==> src/hdl/swfnfp_pkg.sv <==
// Shared types and constants for the network flag patcher.
// Used by swfnfp_emit and swf_network_flag_patcher_core; no dependencies.
package swfnfp_pkg;

  localparam int HOLD_DEPTH = 64;
  localparam int AW = $clog2(HOLD_DEPTH);
  localparam int CW = $clog2(HOLD_DEPTH + 1);
  localparam int KW = $clog2(HOLD_DEPTH + 7);
  localparam int HW = 6;

  localparam logic [9:0] TAG_FILE_ATTRS = 10'd69;
  localparam logic [7:0] NET_FLAG_MASK = 8'h01;
  localparam logic [15:0] INS_WORD = {TAG_FILE_ATTRS, 6'd4};

  localparam logic [1:0] OP_NONE = 2'd0;
  localparam logic [1:0] OP_SET = 2'd1;
  localparam logic [1:0] OP_CLEAR = 2'd2;

  typedef struct packed {
    logic [7:0] in_byte;
    logic       in_last;
  } in_item_t;

  typedef struct packed {
    logic [7:0] out_byte;
    logic       out_last;
    logic [2:0] status;
  } out_item_t;

  typedef struct packed {
    logic          en;
    logic [AW-1:0] addr;
    logic [7:0]    data;
  } hold_wr_t;

  typedef struct packed {
    logic          go;
    logic          ins;
    logic [1:0]    op;
    logic [CW-1:0] count;
    logic [HW-1:0] hend;
    logic [HW-1:0] fidx;
    logic [31:0]   newlen;
    logic          last;
    logic [2:0]    status;
  } flush_req_t;

  typedef struct packed {
    logic      valid;
    out_item_t item;
  } pass_req_t;

  function automatic logic [7:0] ins_byte(input logic [2:0] sel);
    logic [7:0] r;
    unique case (sel)
      3'd0:    r = INS_WORD[7:0];
      3'd1:    r = INS_WORD[15:8];
      3'd2:    r = NET_FLAG_MASK;
      default: r = 8'h00;
    endcase
    return r;
  endfunction

endpackage

==> src/hdl/swfnfp_emit.sv <==
// Hold store memory, burst flush sequencer and output register.
// Depends on swfnfp_pkg.
module swfnfp_emit (
  input  logic                   clk_i,
  input  logic                   rst_ni,
  input  swfnfp_pkg::hold_wr_t   wr_i,
  input  swfnfp_pkg::flush_req_t req_i,
  input  swfnfp_pkg::pass_req_t  pass_i,
  output logic                   ready_o,
  output logic                   out_valid_o,
  input  logic                   out_stall_i,
  output swfnfp_pkg::out_item_t  out_item_o
);

  logic [7:0] mem [swfnfp_pkg::HOLD_DEPTH];

  logic                          busy_q;
  logic [swfnfp_pkg::KW-1:0]     k_q;
  logic                          ins_q;
  logic [1:0]                    op_q;
  logic [swfnfp_pkg::KW-1:0]     tot_q;
  logic [swfnfp_pkg::HW-1:0]     hend_q;
  logic [swfnfp_pkg::HW-1:0]     fidx_q;
  logic [31:0]                   newlen_q;
  logic                          last_q;
  logic [2:0]                    status_q;

  logic                          b_vld_q;
  logic                          b_ins_q;
  logic [7:0]                    b_insb_q;
  logic [swfnfp_pkg::KW-1:0]     b_idx_q;
  logic                          b_last_q;
  logic [7:0]                    rdata_q;

  logic                          out_vld_q;
  swfnfp_pkg::out_item_t         out_q;

  logic                          adv;
  logic                          a_ins;
  logic [2:0]                    a_sel;
  logic [swfnfp_pkg::KW-1:0]     a_idx;
  logic                          a_final;
  logic [swfnfp_pkg::KW-1:0]     hend_k;
  logic [7:0]                    fbyte;
  swfnfp_pkg::out_item_t         flush_item;

  assign adv = !out_vld_q || !out_stall_i;
  assign ready_o = !busy_q && !b_vld_q && adv;
  assign out_valid_o = out_vld_q;
  assign out_item_o = out_q;

  always_comb begin
    hend_k = swfnfp_pkg::KW'(hend_q);
    a_ins = 1'b0;
    a_sel = 3'd0;
    a_idx = k_q;
    if (ins_q && k_q >= hend_k) begin
      if (k_q < hend_k + swfnfp_pkg::KW'(6)) begin
        a_ins = 1'b1;
        a_sel = 3'(k_q - hend_k);
      end else begin
        a_idx = k_q - swfnfp_pkg::KW'(6);
      end
    end
    a_final = (k_q == tot_q - swfnfp_pkg::KW'(1));
  end

  always_comb begin
    fbyte = rdata_q;
    if (ins_q && b_idx_q >= swfnfp_pkg::KW'(4) && b_idx_q <= swfnfp_pkg::KW'(7)) begin
      fbyte = newlen_q[{b_idx_q[1:0], 3'b000} +: 8];
    end
    if (b_idx_q == swfnfp_pkg::KW'(fidx_q)) begin
      unique case (op_q)
        swfnfp_pkg::OP_SET:   fbyte = fbyte | swfnfp_pkg::NET_FLAG_MASK;
        swfnfp_pkg::OP_CLEAR: fbyte = fbyte & ~swfnfp_pkg::NET_FLAG_MASK;
        default:              fbyte = fbyte;
      endcase
    end
    if (b_ins_q) begin
      fbyte = b_insb_q;
    end
    flush_item.out_byte = fbyte;
    flush_item.out_last = b_last_q;
    flush_item.status = b_last_q ? status_q : 3'd0;
  end

  always_ff @(posedge clk_i or negedge rst_ni) begin
    if (!rst_ni) begin
      busy_q <= 1'b0;
      k_q <= '0;
      b_vld_q <= 1'b0;
      out_vld_q <= 1'b0;
    end else begin
      if (adv) begin
        b_vld_q <= busy_q;
        out_vld_q <= b_vld_q || pass_i.valid;
        if (busy_q) begin
          k_q <= k_q + swfnfp_pkg::KW'(1);
          if (a_final) begin
            busy_q <= 1'b0;
          end
        end
      end
      if (req_i.go) begin
        busy_q <= 1'b1;
        k_q <= '0;
      end
    end
  end

  always_ff @(posedge clk_i) begin
    if (req_i.go) begin
      ins_q <= req_i.ins;
      op_q <= req_i.op;
      tot_q <= swfnfp_pkg::KW'(req_i.count) + (req_i.ins ? swfnfp_pkg::KW'(6) : '0);
      hend_q <= req_i.hend;
      fidx_q <= req_i.fidx;
      newlen_q <= req_i.newlen;
      last_q <= req_i.last;
      status_q <= req_i.status;
    end
    if (adv && busy_q) begin
      b_ins_q <= a_ins;
      b_insb_q <= swfnfp_pkg::ins_byte(a_sel);
      b_idx_q <= a_idx;
      b_last_q <= last_q && a_final;
    end
    if (adv) begin
      out_q <= b_vld_q ? flush_item : pass_i.item;
    end
  end

  always_ff @(posedge clk_i) begin
    if (wr_i.en) begin
      mem[wr_i.addr] <= wr_i.data;
    end
    if (adv && busy_q) begin
      rdata_q <= mem[a_idx[swfnfp_pkg::AW-1:0]];
    end
  end

endmodule

==> src/hdl/swf_network_flag_patcher_core.sv <==
// Top level of the network flag patcher: header parser, decision logic and mode register.
// Depends on swfnfp_pkg and swfnfp_emit.
//
//   channel  | direction | handshake                  | payload
//   ---------+-----------+----------------------------+---------------------------
//   in       | input     | in_valid_i / in_stall_o    | in_item_i  (in_byte, in_last)
//   out      | output    | out_valid_o / out_stall_i  | out_item_o (out_byte, out_last, status)
//   cfg      | input     | cfg_valid_i / cfg_ready_o  | cfg_data_i (mode)
//
// Header bytes produce no item until a decision is reached. Reset needs no clearing pass.
// The deciding byte starts a burst of count (+6 with an insert) items, one per cycle
// after a fill through the read and output registers, paced by the single read port
// of the hold store; input is stalled for the burst. Later bytes pass through at one
// item per cycle while the output is not stalled; a stall also freezes the burst in place.
module swf_network_flag_patcher_core (
  input  logic                  clk_i,
  input  logic                  rst_ni,
  input  logic                  in_valid_i,
  output logic                  in_stall_o,
  input  swfnfp_pkg::in_item_t  in_item_i,
  output logic                  out_valid_o,
  input  logic                  out_stall_i,
  output swfnfp_pkg::out_item_t out_item_o,
  input  logic                  cfg_valid_i,
  output logic                  cfg_ready_o,
  input  logic [1:0]            cfg_data_i
);

  localparam logic [2:0] PH_SIG = 3'd0;
  localparam logic [2:0] PH_HEAD = 3'd1;
  localparam logic [2:0] PH_TAGHDR = 3'd2;
  localparam logic [2:0] PH_FLAGS = 3'd3;
  localparam logic [2:0] PH_PASS = 3'd4;
  localparam logic [2:0] PH_ERR = 3'd5;

  localparam logic [1:0] MODE_ADD = 2'd1;
  localparam logic [1:0] MODE_REMOVE = 2'd2;

  localparam logic [2:0] ST_CHANGED = 3'd0;
  localparam logic [2:0] ST_SET = 3'd1;
  localparam logic [2:0] ST_CLEAR = 3'd2;
  localparam logic [2:0] ST_BAD_SIG = 3'd3;
  localparam logic [2:0] ST_TOO_SHORT = 3'd4;
  localparam logic [2:0] ST_UNEXP_END = 3'd5;
  localparam logic [2:0] ST_TAG_SHORT = 3'd6;
  localparam logic [2:0] ST_COMPRESSED = 3'd7;

  localparam logic [7:0] CH_F = 8'h46;
  localparam logic [7:0] CH_C = 8'h43;
  localparam logic [7:0] CH_W = 8'h57;
  localparam logic [7:0] CH_S = 8'h53;
  localparam logic [5:0] SHORT_LEN_MASK = 6'h3F;
  localparam logic [4:0] RECT_COUNT_MASK = 5'h1F;

  logic [1:0]  mode_q;
  logic [31:0] pos_q, pos_d;
  logic [31:0] declen_q, declen_d;
  logic [5:0]  hend_q, hend_d;
  logic [9:0]  code_q, code_d;
  logic [31:0] tlen_q, tlen_d;
  logic        long_q, long_d;
  logic        flag_q, flag_d;
  logic [2:0]  phase_q, phase_d;
  logic [2:0]  outcome_q, outcome_d;

  logic        acc;
  logic        ready;
  logic        holding;
  logic [7:0]  b_in;
  logic        last_in;
  logic [5:0]  pos6;
  logic [5:0]  off;
  logic [5:0]  fdiff;
  logic [5:0]  bstart_q;
  logic [5:0]  bstart_d;
  logic [4:0]  rect;
  logic [5:0]  c3;
  logic        hdr_dec;
  logic [2:0]  fin_status;
  logic [32:0] len;
  logic [32:0] tag_end;

  swfnfp_pkg::hold_wr_t   wr;
  swfnfp_pkg::flush_req_t req;
  swfnfp_pkg::pass_req_t  pass;

  assign b_in = in_item_i.in_byte;
  assign last_in = in_item_i.in_last;
  assign acc = in_valid_i && ready;
  assign in_stall_o = !ready;
  assign cfg_ready_o = 1'b1;
  assign pos6 = pos_q[5:0];
  assign holding = (phase_q == PH_SIG) || (phase_q == PH_HEAD) ||
                   (phase_q == PH_TAGHDR) || (phase_q == PH_FLAGS);
  assign bstart_q = hend_q + (long_q ? 6'd6 : 6'd2);
  assign off = pos6 - hend_q;
  assign fdiff = pos6 - bstart_q;
  assign rect = b_in[7:3] & RECT_COUNT_MASK;
  assign c3 = {1'b0, rect} + 6'd3;

  assign wr.en = acc && holding && (pos_q < 32'(swfnfp_pkg::HOLD_DEPTH));
  assign wr.addr = pos_q[swfnfp_pkg::AW-1:0];
  assign wr.data = b_in;

  always_comb begin
    pos_d = pos_q;
    declen_d = declen_q;
    hend_d = hend_q;
    code_d = code_q;
    tlen_d = tlen_q;
    long_d = long_q;
    flag_d = flag_q;
    phase_d = phase_q;
    outcome_d = outcome_q;
    hdr_dec = 1'b0;
    req = '0;
    pass = '0;
    bstart_d = bstart_q;
    fin_status = ST_CHANGED;
    len = {1'b0, pos_q} + 33'd1;
    tag_end = '0;

    if (acc) begin
      unique case (phase_q)
        PH_SIG: begin
          if (pos6 == 6'd0) begin
            if (b_in != CH_F && b_in != CH_C) begin
              outcome_d = ST_BAD_SIG;
              phase_d = PH_ERR;
              req.go = 1'b1;
            end else begin
              outcome_d = (b_in == CH_C) ? ST_COMPRESSED : ST_CHANGED;
            end
          end else if (pos6 == 6'd1) begin
            if (b_in != CH_W) begin
              outcome_d = ST_BAD_SIG;
              phase_d = PH_ERR;
              req.go = 1'b1;
            end
          end else begin
            if (b_in != CH_S) begin
              outcome_d = ST_BAD_SIG;
              phase_d = PH_ERR;
              req.go = 1'b1;
            end else if (outcome_q == ST_COMPRESSED) begin
              outcome_d = ST_COMPRESSED;
              phase_d = PH_ERR;
              req.go = 1'b1;
            end else begin
              phase_d = PH_HEAD;
            end
          end
        end
        PH_HEAD: begin
          if (pos6 >= 6'd4 && pos6 <= 6'd7) begin
            declen_d = declen_q | (32'(b_in) << {pos6[1:0], 3'b000});
          end
          if (pos6 == 6'd8) begin
            hend_d = 6'd12 + {1'b0, c3[5:1]};
          end
          if (pos6 >= 6'd8 && (pos6 + 6'd1) == hend_d) begin
            phase_d = PH_TAGHDR;
          end
        end
        PH_TAGHDR: begin
          if (off == 6'd0) begin
            tlen_d = {26'd0, b_in[5:0] & SHORT_LEN_MASK};
            code_d = {8'd0, b_in[7:6]};
          end else if (off == 6'd1) begin
            code_d = {b_in, code_q[1:0]};
            if (tlen_q == {26'd0, SHORT_LEN_MASK}) begin
              long_d = 1'b1;
              tlen_d = '0;
            end else begin
              hdr_dec = 1'b1;
            end
          end else begin
            tlen_d = tlen_q | (32'(b_in) << {off[1:0] - 2'd2, 3'b000});
            hdr_dec = (off >= 6'd5);
          end
          if (hdr_dec) begin
            if (code_d == swfnfp_pkg::TAG_FILE_ATTRS) begin
              if (tlen_d < 32'd4) begin
                outcome_d = ST_TAG_SHORT;
                phase_d = PH_PASS;
                req.go = 1'b1;
              end else begin
                phase_d = PH_FLAGS;
              end
            end else begin
              phase_d = PH_PASS;
              req.go = 1'b1;
              if (mode_q == MODE_ADD) begin
                outcome_d = ST_CHANGED;
                req.ins = 1'b1;
              end else begin
                outcome_d = ST_CLEAR;
              end
            end
          end
        end
        PH_FLAGS: begin
          if (pos6 == bstart_q) begin
            flag_d = b_in[0];
          end
          if (fdiff >= 6'd3) begin
            phase_d = PH_PASS;
            req.go = 1'b1;
            if (mode_q == MODE_ADD) begin
              outcome_d = flag_q ? ST_SET : ST_CHANGED;
              req.op = flag_q ? swfnfp_pkg::OP_NONE : swfnfp_pkg::OP_SET;
            end else if (mode_q == MODE_REMOVE) begin
              outcome_d = flag_q ? ST_CHANGED : ST_CLEAR;
              req.op = flag_q ? swfnfp_pkg::OP_CLEAR : swfnfp_pkg::OP_NONE;
            end else begin
              outcome_d = flag_q ? ST_SET : ST_CLEAR;
            end
          end
        end
        default: begin
          pass.valid = 1'b1;
        end
      endcase

      bstart_d = hend_d + (long_d ? 6'd6 : 6'd2);
      tag_end = 33'(bstart_d) + {1'b0, tlen_d};
      unique case (phase_d)
        PH_SIG, PH_HEAD: fin_status = ST_TOO_SHORT;
        PH_TAGHDR:       fin_status = ST_UNEXP_END;
        PH_ERR:          fin_status = (len < 33'd8) ? ST_TOO_SHORT : outcome_d;
        default:         fin_status = (len < tag_end) ? ST_UNEXP_END : outcome_d;
      endcase

      if (last_in && holding) begin
        req.go = 1'b1;
      end
      req.count = swfnfp_pkg::CW'(pos6) + swfnfp_pkg::CW'(1);
      req.hend = hend_d;
      req.fidx = bstart_d;
      req.newlen = declen_d + 32'd6;
      req.last = last_in;
      req.status = fin_status;
      pass.item.out_byte = b_in;
      pass.item.out_last = last_in;
      pass.item.status = last_in ? fin_status : 3'd0;

      if (last_in) begin
        pos_d = '0;
        declen_d = '0;
        hend_d = '0;
        code_d = '0;
        tlen_d = '0;
        long_d = 1'b0;
        flag_d = 1'b0;
        phase_d = PH_SIG;
        outcome_d = ST_CHANGED;
      end else if (pos_q != '1) begin
        pos_d = pos_q + 32'd1;
      end
    end
  end

  always_ff @(posedge clk_i or negedge rst_ni) begin
    if (!rst_ni) begin
      mode_q <= 2'd0;
      pos_q <= '0;
      declen_q <= '0;
      hend_q <= '0;
      code_q <= '0;
      tlen_q <= '0;
      long_q <= 1'b0;
      flag_q <= 1'b0;
      phase_q <= PH_SIG;
      outcome_q <= ST_CHANGED;
    end else begin
      if (cfg_valid_i) begin
        mode_q <= cfg_data_i;
      end
      pos_q <= pos_d;
      declen_q <= declen_d;
      hend_q <= hend_d;
      code_q <= code_d;
      tlen_q <= tlen_d;
      long_q <= long_d;
      flag_q <= flag_d;
      phase_q <= phase_d;
      outcome_q <= outcome_d;
    end
  end

  swfnfp_emit u_emit (
    .clk_i       (clk_i),
    .rst_ni      (rst_ni),
    .wr_i        (wr),
    .req_i       (req),
    .pass_i      (pass),
    .ready_o     (ready),
    .out_valid_o (out_valid_o),
    .out_stall_i (out_stall_i),
    .out_item_o  (out_item_o)
  );

`ifndef SYNTHESIS
  a_status_only_last: assert property (@(posedge clk_i) disable iff (!rst_ni)
    out_valid_o && !out_item_o.out_last |-> out_item_o.status == 3'd0)
    else $error("Status is nonzero on an item that is not the last.");

  a_restart_after_last: assert property (@(posedge clk_i) disable iff (!rst_ni)
    acc && last_in |=> pos_q == '0 && phase_q == PH_SIG)
    else $error("Parser did not restart after the last item of a file.");

  a_hold_in_range: assert property (@(posedge clk_i) disable iff (!rst_ni)
    acc && holding |-> pos_q < 32'(swfnfp_pkg::HOLD_DEPTH))
    else $error("Held header grew beyond the hold store.");

  a_burst_stalls_input: assert property (@(posedge clk_i) disable iff (!rst_ni)
    acc && req.go |=> in_stall_o)
    else $error("Input was not stalled at the start of a burst.");
`endif

endmodule
==> config.mk <==
export PLATFORM = sky130hd
export DESIGN_NAME = swf_network_flag_patcher_core
export DESIGN_NICKNAME = d
export VERILOG_FILES = /design/src/hdl/swfnfp_pkg.sv /design/src/hdl/swfnfp_emit.sv /design/src/hdl/swf_network_flag_patcher_core.sv
export SDC_FILE = /design/constraint.sdc
export NUM_CORES = 1
export LEC_CHECK = 0
export CAP_MARGIN = 20
export CORE_ASPECT_RATIO = 1.75
export CORE_MARGIN = 2
export CORE_UTILIZATION = 55
export DETAILED_ROUTE_END_ITERATION = 10
export DONT_BUFFER_PORTS = 1
export PLACE_DENSITY = 0.7
export SLEW_MARGIN = 20
export SYNTH_ARGS = -nofsm -noshare
export SYNTH_HDL_FRONTEND = slang
export SYNTH_SLANG_ARGS = --single-unit
==> constraint.sdc <==
create_clock -name clk_i -period 9.7 [get_ports clk_i]
set_input_delay 1.94 -clock clk_i [delete_from_list [all_inputs] [get_ports clk_i]]
set_output_delay 1.94 -clock clk_i [all_outputs]
set_load 0.03 [all_outputs]
After elaboration in Yosys (flattened, before gate mapping)

Memories as Yosys holds them, arrays and structs flattened. A register that Yosys moved wholly into a read port is not among the register bits.
Index checks and enable logic that the tools add are counted.

Output and inout port bits: 15
Memories kept: 1
Flip-flop bits (word level): 219
Memory bits (writable): 512
Word-level logic and storage cells: 262
Input bits: 16

$lt $le $gt $ge: 13
Equality and inequality tests: 28
Muxes and demuxes: 125
$add $sub $neg: 19
Bitwise logic cells: 2
Shift-type cells: 3
Reduce and logical (&&, ||, !) cells: 42

Memory list:

| name       | depth | bits a word | read ports | clocked after memory_dff | write ports | line              | RTL |
|---|---|---|---|---|---|---|---|
| u_emit.mem | 64    | 8           | 1          | 1                        | 1           | swfnfp_emit.sv:15 | `logic [7:0] mem [swfnfp_pkg::HOLD_DEPTH];` |

Operators by type and width:

| kind                  | number |
|---|---|
| $mux 32               | 14 |
| $mux 3                | 34 |
| $or 32x32->32         | 2 |
| $shl 8x5->32          | 2 |
| $mux 10               | 6 |
| $mux 59               | 1 |
| $mux 1                | 38 |
| $mux 6                | 6 |
| $mux 7                | 5 |
| $add 32x1->33 const B | 1 |
| $add 6x32->33         | 1 |
| $lt 33x33->1          | 1 |
| $lt 33x4->1 const B   | 1 |
| $add 32x1->32 const B | 1 |
| $add 32x3->32 const B | 1 |
| $eq 32x6->1 const B   | 1 |
| $lt 32x3->1 const B   | 1 |
| $lt 32x7->1 const B   | 1 |
| $ne 32x32->1 const B  | 1 |
| $ne 8x7->1 const B    | 4 |
| $shiftx 32x6->8       | 1 |
| $mux 2                | 11 |
| $pmux 7 s3            | 1 |
| $pmux 3 s3            | 2 |
| 49 further kinds      | 95 |

Longest topological paths before layout

Word-level depth: 20
Gate-level depth with buffers: 35
Mapped depth without buffers: 34

Hierarchy

Synthesis repeated with hierarchy kept, for this count alone.

Cell total of the unflattened synthesis: 2,902
Area total of the unflattened synthesis: 39,968.3 um^2

Modules (own cells, without submodules):

| module                        | sequential area each (um^2) | area each (um^2) | cells each | instances |
|---|---|---|---|---|
| swfnfp_emit                   | 18,327.6                    | 29,099.2         | 1,555      | 1 |
| swf_network_flag_patcher_core | 3,052.9                     | 10,869.2         | 1,347      | 1 |

Worst setup path after synthesis

Ideal clock, no wire load.

Path type: input to register
Start: in in_item_i[4] (netlist bit)
End: reg u_emit.out_q, in the netlist u_emit.out_item_o[1], data pin
Arrival: 7.611 ns
Path slack: 1.943 ns
Cell stages on the path: 25
Required time: 9.555 ns
Cells stage by stage: clkbuf_1 inv_1 ha_1 xor2_1 o21ai_1 inv_1 fa_1 or3_1 xor2_1 ha_1 a21o_1 nand4_2 or4b_1 or4_1 xnor2_1 nand2_1 ha_1 nand4_1 nor3_1 a2111oi_0 o21ai_0 a31oi_1 a2bb2oi_1 or4b_1 o21ai_1

Word-level cells in the longest chain between the ends: 18
Elaborated cells on any way between the ends: 64
Those cells by class: 4 x add/sub; 2 x order compare; 10 x eq/ne; 1 x shift; 42 x mux; 1 x bitwise; 4 x reduce/logical

Ends and longest elaborated chain:

| item                                                   | line                                 | RTL |
|---|---|---|
| from (decl)                                            | swf_network_flag_patcher_core.sv:20  | `input swfnfp_pkg::in_item_t in_item_i,` |
| branches (longest 14 deep; another with $add 6x32->33) | --                                   |  |
| $pmux 3 s3 (*)                                         | swf_network_flag_patcher_core.sv:227 | `unique case (phase_d)` |
| $mux 3 (*)                                             | swf_network_flag_patcher_core.sv:245 | `pass.item.status = last_in ? fin_status : 3'd0;` |
| $mux 13 (*)                                            | swf_network_flag_patcher_core.sv:123 | `if (acc) begin` |
| $mux 12 (*)                                            | swfnfp_emit.sv:130                   | `out_q <= b_vld_q ? flush_item : pass_i.item;` |
| to (signal assigned)                                   | swfnfp_emit.sv:130                   |  |
| to (decl)                                              | swfnfp_emit.sv:36                    | `swfnfp_pkg::out_item_t out_q;` |

Every way passes the cells marked *. The select of a mux whose other input is x is not followed.
A chain may end at the register's enable or synchronous reset.

Final worst setup path

Start: reg pos_q[0]
End: reg u_emit.status_q[1], data pin

Elaborated cells on any way between the ends: 71
Those cells by class: 7 x add/sub; 6 x order compare; 8 x eq/ne; 1 x shift; 43 x mux; 1 x bitwise; 5 x reduce/logical

RTL lines:

| item                                        | line                                                                       | RTL |
|---|---|---|
| from (decl)                                 | swf_network_flag_patcher_core.sv:56                                        | `logic [31:0] pos_q, pos_d;` |
| from (signal assigned)                      | swf_network_flag_patcher_core.sv:279                                       | `pos_q <= pos_d;` |
| $add 32x1->33 (*)                           | swf_network_flag_patcher_core.sv:120                                       | `len = {1'b0, pos_q} + 33'd1;` |
| named net len[0]                            | swf_network_flag_patcher_core.sv:80                                        | `logic [32:0] len;` |
| $lt 33x33->1 or $lt 33x4->1 (tied branches) | swf_network_flag_patcher_core.sv:231, swf_network_flag_patcher_core.sv:230 |  |
| $mux 3 (on tied branches)                   | swf_network_flag_patcher_core.sv:231, swf_network_flag_patcher_core.sv:230 |  |
| $pmux 3 s3 (*)                              | swf_network_flag_patcher_core.sv:227                                       |  |
| to (signal assigned)                        | swfnfp_emit.sv:121                                                         | `status_q <= req_i.status;` |
| to (decl)                                   | swfnfp_emit.sv:26                                                          | `logic [2:0] status_q;` |

The timed path passes the listed nets; every way through them passes the cells marked *. The select of a mux whose other input is x is not followed.

==> impl_metrics.toml <==
[final_layout]
final_cell_mix = "601 x edfxtp_1, 517 x nor2_1, 187 x nand2_1"
stdcell_count = 4098
fillCellCount = 5461
layout.nets = 3243
antenna_cells = 0
layout-drive-gt1-share_pct = 8.87
fin_util_pct = 59.9
syn2layout_area_growth_pct = 7.91
final_common_cell = "edfxtp_1"
stdcell_area_um2 = 40400

[die]
start_util_pct = 55.5
core_area_um2 = 67500
die_area_um2 = 70300
row_count = 126
num_io_pins = 31
chipHeight_um = 349
dieWidth_um = 201

[grt]
grt_antenna_before_repair = 0
grt_use_total_pct = 31.6
grt_max_degree = 133
grt_first_pass_wirelength_mm = 168
grt_remaining_overflow = 0
first_global_vias = 27700

[drt]
drt_iter0_markers = 2578
ant_nets = 0
drcViolationCount = 0
first_pass_iters = 6
avgRoutedWirePerCell_um = 27.2
via_count = 27600
viasPerCell = 6.74
drt_wl_total_mm = 111

[yosys]
ys_seq_area_share_pct = 57.0
ys.warnings.count = 0
syn_avg_cell_area_um2 = 11.5
ys_types = 92
ys.flop_type = "edfxtp_1"
synth_edf_count = 601
yosys_register_bits = 733
postSynthCellCount = 3267
synth_nets = 3364
netlist_area_um2 = 37500
async_flop_share_pct = 18.0

[timing]
fin_crit_sh_pct = 93.9
slew_headroom_pct = 23.6
worstMarginPinSlew_ps = 1140
min_period_ps = 9110
fmax_mhz = 110
final_hold_viol_count = 0
rsz0062_at_grt = "false"
holdWs_ps = 483
tns_ps = 0
skew_ps = 24.1
setup_viol = 0
drv_slew = 0

[pwr]
peakVddDrop_mv = 0.232
power_density_nw_per_um2 = 254
p_leak_nw = 14.0

[clocking]
root_buffer = "clkbuf_16"
insertion_delay_ps = 630
hold_buffers = 0
cts-htree-levels = 3
cts_tree = "done"
numCtsBuffers = 69
clock-sinks = 733
clk_pin_slew_ps = 60
cts_max_path_buffers = 3
post_cts_resized = 0
post_cts.repair.setup_buffers = 0

[hold_path]
hold_class = "flop to flop"
hp-start = "code_q[0]"

[job]
drv_cap = 0

[worst_setup_path]
worst_r2r_startpoint = "pos_q[0]"
arrival_ps = 9440
crit_fanout = 10
slowest_delay_ps = 650
rrSetupSlack_ps = 590
worstSetupStartpointType = "flop"
cp-end-kind = "flop"
cp_data_required_time_ps = 10040
startpoint = "pos_q[0]"
cp_slowest_cell = "a31oi_1"
critPathKind = "flop to flop"

[placed_design]
globalplace.congestion = 0.960
placed_area_um2 = 38100
port_buffers = 0
dp.cells = 3970
dp_hpwl_mm = 73.0

[outcome]
status = "finished, final reports clean"
-- per-layer routing --
| layer | GRT usage (%) | vias to the layer above | routed length [um] |
|---|---|---|---|
| met3 | 4.35 | 360 | 6680 |
| met1 | 34.5 | 13700 | 38200 |
| met2 | 56.8 | 1335 | 58100 |
| li1 | - | 12200 | - |
| met5 | 0 | - | 0 |
| met4 | 21.6 | 0 | 8390 |
-- worst max-delay path, delay by kind of cell (launching register included) --
family / cells / cell delay, ps
compound gates: 12 / 3220
xor+xnor: 1 / 150
fa+ha+maj: 5 / 1630
buf+inv: 4 / 490
flops: 1 / 370
simple gates: 12 / 2980
-- stage by stage --
stage / setup slack, ps / power, mW
final: 594 / 10.3
after global routing: 162 / 10.7
after CTS: 819 / 10.2
after detailed placement: 815 / 7.46
after global placement: 843 / 7.40
after floorplan: 1940 / 6.25
-- cells in the mapped netlist (52+ instances only) --
cell type | count | area [um^2]
edfxtp_1 | 601 | 18000
nor2_1 | 519 | 1950
clkbuf_1 | 198 | 743
nand2_1 | 193 | 724
dfrtp_1 | 132 | 3300
a21oi_1 | 117 | 586
nor3_1 | 111 | 556
o21ai_0 | 103 | 515
xnor2_1 | 76 | 666
ha_1 | 74 | 926
o22ai_1 | 71 | 444
mux4_2 | 65 | 1460
a31oi_1 | 62 | 388
nand3_1 | 62 | 310
inv_1 | 59 | 221
xor2_1 | 52 | 455
-- where the power goes --
part	switching, mW	internal, mW	leakage (nW)
Sequential	0.288	3.59	7.25
Combinational	2.35	1.26	5.61
Clock	1.21	1.57	1.13
Total	3.85	6.42	14.0
-- worst paths after layout --
check                                          end  cells past startpoint
worst min-delay path                     code_q[0]                      1
worst min register to register           code_q[0]                      1
worst max-delay path            u_emit.status_q[1]                     34
worst max register to register  u_emit.status_q[1]                     34
min in group asynchronous              declen_q[6]                      0
max in group asynchronous                pos_q[17]                      0
-- sequential cells by signal, indices dropped and copies added, names as in the netlist, 8 cells and up --
name               count
u_emit.newlen_q       32
pos_q                 32
declen_q              32
u_emit.mem           512
u_emit.rdata_q         8
code_q                10
u_emit.out_item_o     12
tlen_q                32
-- area by class of cell --
| type | count | area (um^2) | share of cell area, % |
|---|---|---|---|
| flip-flops and latches | 733 | 21400 | 52.8 |
| inverters | 62 | 235 | 0.582 |
| clock buffers | 85 | 1900 | 4.70 |
| clock inverters | 42 | 407 | 1.01 |
| well taps | 896 | 1120 | 2.77 |
| multi-input cells | 2240 | 15100 | 37.3 |
| repair buffers | 40 | 333 | 0.823 |
-- cell families (layout without fill, tap and decap cells) --
logic type	count (synthesis)	in the layout	share of synthesized area (%)
muxes	138	138	5.93
DFF	733	733	57.0
AOI/OAI and AO/OA	697	697	12.8
and+or+nand+nor	1194	1194	15.3
adders and majority gates	81	81	2.85
buffers and inverters	294	229	3.03
other	1	1	0.0100
xor gates and xnor gates	129	129	3.04
Power figures use the tool's default switching activity.
